[src/design/bilinear_image_upscale_assert.svh]
// Assertion macros for the bilinear upscaler.
`ifndef BILINEAR_IMAGE_UPSCALE_ASSERT_SVH
`define BILINEAR_IMAGE_UPSCALE_ASSERT_SVH
`ifndef ASSERT_OFF
// same-cycle implication
`define BIL_ASSERT_IMP(lbl, ck, rn, ante, cons) \
  lbl: assert property (@(posedge ck) disable iff (!rn) (ante) |-> (cons)) \
    else $error("bilinear upscaler: same-cycle check failed");
// next-cycle implication
`define BIL_ASSERT_NXT(lbl, ck, rn, ante, cons) \
  lbl: assert property (@(posedge ck) disable iff (!rn) (ante) |=> (cons)) \
    else $error("bilinear upscaler: next-cycle check failed");
`else
`define BIL_ASSERT_IMP(lbl, ck, rn, ante, cons)
`define BIL_ASSERT_NXT(lbl, ck, rn, ante, cons)
`endif
`endif

[src/design/bil_pkg.sv]
// Shared constants and types of the bilinear upscaler.
`default_nettype none
package bil_pkg;

  // frame store geometry
  localparam int SRC_SIDE     = 256;
  localparam int SRC_AW       = $clog2(SRC_SIDE);
  localparam int ADDR_W       = 2 * SRC_AW;
  localparam int FRAME_DEPTH  = SRC_SIDE * SRC_SIDE;

  // output coordinate range; the coordinate width covers OUT_SIDE_MAX-1 exactly
  localparam int OUT_SIDE_MAX = 4096;
  localparam int COORD_W      = $clog2(OUT_SIDE_MAX);

  localparam int PIX_W        = 8;
  localparam int INV_W        = 17;
  localparam int FRAC_W       = 16;
  localparam int CFG_W        = INV_W;
  localparam int CFG_IDX_W    = 2;

  // shared multiplier operands and accumulator
  localparam int MUL_A_W      = PIX_W + FRAC_W;   // pixel, coordinate or row blend
  localparam int MUL_B_W      = INV_W;            // scale or weight
  localparam int ACC_W        = MUL_A_W + MUL_B_W;

  localparam logic [INV_W-1:0]   INV_RST      = INV_W'(26214);
  localparam logic [COORD_W-1:0] LAST_ROW_RST = COORD_W'(636);
  localparam logic [COORD_W-1:0] LAST_COL_RST = COORD_W'(636);

  typedef enum logic [CFG_IDX_W-1:0] {
    REG_INV_SCALE = 2'd0,
    REG_LAST_ROW  = 2'd1,
    REG_LAST_COL  = 2'd2
  } cfg_idx_t;

  typedef enum logic {
    OP_LOAD    = 1'b0,
    OP_COMPUTE = 1'b1
  } op_t;

  typedef struct packed {
    logic en;   // update accumulator this cycle
    logic clr;  // start a new sum instead of adding
  } mac_ctl_t;

endpackage
`default_nettype wire

[src/design/bil_mac.sv]
// Shared multiply-accumulate unit.
`default_nettype none
module bil_mac (
  input  wire logic                        clk,
  input  wire bil_pkg::mac_ctl_t           ctl,
  input  wire logic [bil_pkg::MUL_A_W-1:0] a,
  input  wire logic [bil_pkg::MUL_B_W-1:0] b,
  output logic      [bil_pkg::ACC_W-1:0]   acc
);

  logic [bil_pkg::ACC_W-1:0] acc_r;
  logic [bil_pkg::ACC_W-1:0] acc_nxt;
  logic [bil_pkg::ACC_W-1:0] prod;

  assign prod    = bil_pkg::ACC_W'(a) * bil_pkg::ACC_W'(b);
  assign acc_nxt = (ctl.clr ? '0 : acc_r) + prod;

  always_ff @(posedge clk) begin
    if (ctl.en) begin
      acc_r <= acc_nxt;
    end
  end

  assign acc = acc_r;

endmodule
`default_nettype wire

[config.mk]
export PLATFORM = sky130hd
export DESIGN_NAME = bil_mac
export DESIGN_NICKNAME = d
export VERILOG_FILES = /design/src/design/bilinear_image_upscale_assert.svh /design/src/design/bil_pkg.sv /design/src/design/bil_mac.sv
export SDC_FILE = /design/constraint.sdc
export NUM_CORES = 1
export LEC_CHECK = 0
export BUFFER_PORTS_ARGS = -buffer_cell sky130_fd_sc_hd__buf_4
export CAP_MARGIN = 15
export CORE_UTILIZATION = 60
export DETAILED_ROUTE_END_ITERATION = 7
export PLACE_DENSITY = 0.8
export SKIP_CTS_REPAIR_TIMING = 1
export SYNTH_ARGS = -nofsm -noshare
export SYNTH_HDL_FRONTEND = slang
export SYNTH_SLANG_ARGS = --single-unit
[constraint.sdc]
create_clock -name clk -period 15.2 [get_ports clk]
set_input_delay 0.76 -clock clk [delete_from_list [all_inputs] [get_ports clk]]
set_output_delay 0.76 -clock clk [all_outputs]
set_load 0.03 [all_outputs]
==> qor.txt <==
EDFF count, synth: 41
post-synth cell types: 49
later-pin clock latency in the skew report: 290 ps
Starting Density: 0.614
routed vias/inst: 5.46
final setup fails: 0
WL final: 37.7 mm
Achievable Freq: 0.151 GHz
synthesized area per cell: 9.05 um^2
Clock Sinks: 41
Final Max Slew Viols: 0
layout cells sized above 1: 0.0596
Fill cells: 1987
via count: 11335
status: completed
register area share after synthesis: 0.0791
max-cap viol count: 0
Ports: 85
Crit. Startpoint: b[2]
final hold violations: 0
critical path type: input pin to flip-flop
I/O Buffers: 84
dpl hpwl: 30.6 mm
RSZ-0062 raised after global routing: no
Hold Startpoint: acc[0]
hold crit path type: flip-flop to flip-flop
Synth async-reset ratio: 0
Net Count, Synth: 2240
wire per inst: 18.1 um
M1 GR Usage: 0.462
TNS Setup: 0 ps
global routing's busiest layer: met2
Worst-Margin Slew: 670 ps
clock root buffer: clkbuf_16
Cell Rows: 58
drt drc: 0
Ys Warns: 0
Clock Skew: 6.18 ps
TritonCTS Buffers: 5
clk buf depth: 2
R2R Setup Slk: 9620 ps
Hold EP: acc[0]
initial DRC count: 906
Reg clk slew, reported paths: 60 ps
Largest register FFs: 41
antenna fix cells: 0
largest net degree at the start of global routing: 42
vias in the first global route: 12068
Top FF cell, synth: edfxtp_1
Worst setup SP type: input pin
initial antenna violation count: 0
Overflow after GRT: 0
routability cong.: 0.908
cell area after synthesis: 15600 um^2
minimum clock period: 6620 ps
first-pass GRT wire length: 62.9 mm
CP Capture Type: flip-flop
DP Cell Count: 2070
#FFs+latches synth: 41
CTS tree: yes
Final Cycle Share: 0.436
FF/Latch Area: 1230 um^2
Crit Path Max Fanout: 24
Syn Inst Count: 1719
Hold Path Stages: 2
Critical R2R Capture: acc[33]
Core Area: 25300 um^2
CP arrival: 6660 ps
gr usage total: 0.308
multi-input logic area: 12300 um^2
drt pass-1 iters: 6
Die Y: 163 um
WP data required: 15240 ps
post-route antenna net violation count: 0
Die W: 163 um
Nets: 2268
die area: 26600 um^2
Final Instance Count excl. Fillers: 2076
P&R area growth vs syn: 6.02%
r2r worst-path depth: 18
H-Tree Depth: 2
Global Route met2 Usage: 0.468
M3 GR Usage: 0.0650
reg2reg start: acc[22]
relative slew slack: 0.550
[per-layer routing]
| metal | part of all wire | vias to the layer above |
|---|---|---|
| li1 | - | 4990 |
| met1 | 0.43 | 5729 |
| met2 | 0.45 | 563 |
| met3 | 0.10 | 53 |
| met4 | 0.015 | 0 |
| met5 | 0 | - |
[per-stage QoR]
stage	setup slack (ps)	utilization	area (um^2)	hold WS, ps
2_1_floorplan	8950	-	15600	872
3_3_place_gp	8510	0.646	16400	690
3_5_place_dp	8430	0.646	16400	693
4_1_cts	8630	0.651	16500	715
5_1_grt	8360	0.651	16500	772
6_report	8580	0.651	16500	705
[layout by cell type (no fill, tap or decap), drive strengths merged, types with 2 or more instances in the layout]
master,instances
a211oi,4
a21o,19
a21oi,31
a31oi,4
a41oi,2
and2,157
and3,4
buf,84
clkbuf,5
edfxtp,41
fa,369
ha,108
inv,483
nand2,269
nand2b,33
nand3,12
nand4,3
nor2,14
nor2b,15
nor3,9
o211ai,5
o21ai,15
o21bai,4
o31ai,3
or2,2
or3,2
xnor2,24
xor2,13
[worst max path at each step]
stage,endpoint,slack [ps],cells after the start
3_3_place_gp,acc[33],8510,22
6_report,acc[33],8580,22
4_1_cts,acc[33],8630,22
3_5_place_dp,acc[33],8430,22
5_1_grt,acc[33],8360,22
2_1_floorplan,acc[40],8950,20
[synth_stat cells, types with 14 or more instances]
library cell | number | area share
clkbuf_1 | 62 | 0.015
a21oi_1 | 29 | 0.0093
ha_1 | 108 | 0.087
nor2_1 | 14 | 0.0034
fa_1 | 369 | 0.47
nand2_1 | 269 | 0.065
and2_1 | 156 | 0.063
xnor2_1 | 24 | 0.014
nor2b_1 | 15 | 0.0060
nand2b_1 | 33 | 0.013
inv_1 | 483 | 0.12
edfxtp_1 | 41 | 0.079
a21o_1 | 19 | 0.0092
[worst max-delay path: stages]
cell and delay, ps:
buf_4 260, nand2_1 130, fa_1 540, inv_1 60, fa_1 550, inv_1 60
fa_1 490, inv_1 50, fa_1 500, fa_1 530, inv_1 50, fa_1 500
inv_1 50, ha_1 390, nand3_1 210, nor2_1 220, nand3_1 130, a211oi_2 450
o31ai_1 160, a21oi_1 230, a41oi_1 170, xnor2_1 150
[cell type report]
cell class / instances / share of cell area
Clock buffer: 5 / 0.00758
Multi-Input combinational cell: 1132 / 0.744
Timing Repair Buffer: 84 / 0.0382
Inverter: 483 / 0.110
Clock inverter: 1 / 0.000303
Sequential cell: 41 / 0.0746
Tap cell: 330 / 0.0250
[cells by family (layout without fill, tap and decap cells)]
logic type      Yosys count  after routing  synth area share
compound gates           95             95            0.0426
xor+xnor                 37             37            0.0208
flops                    41             41            0.0791
simple gates            523            523             0.164
fa+ha+maj               477            477             0.562
buf+inv                 546            573             0.132
Power is left out: the tool's default activity adds up to more than one toggle a clock period on the data nets, which glitch-free logic cannot reach.
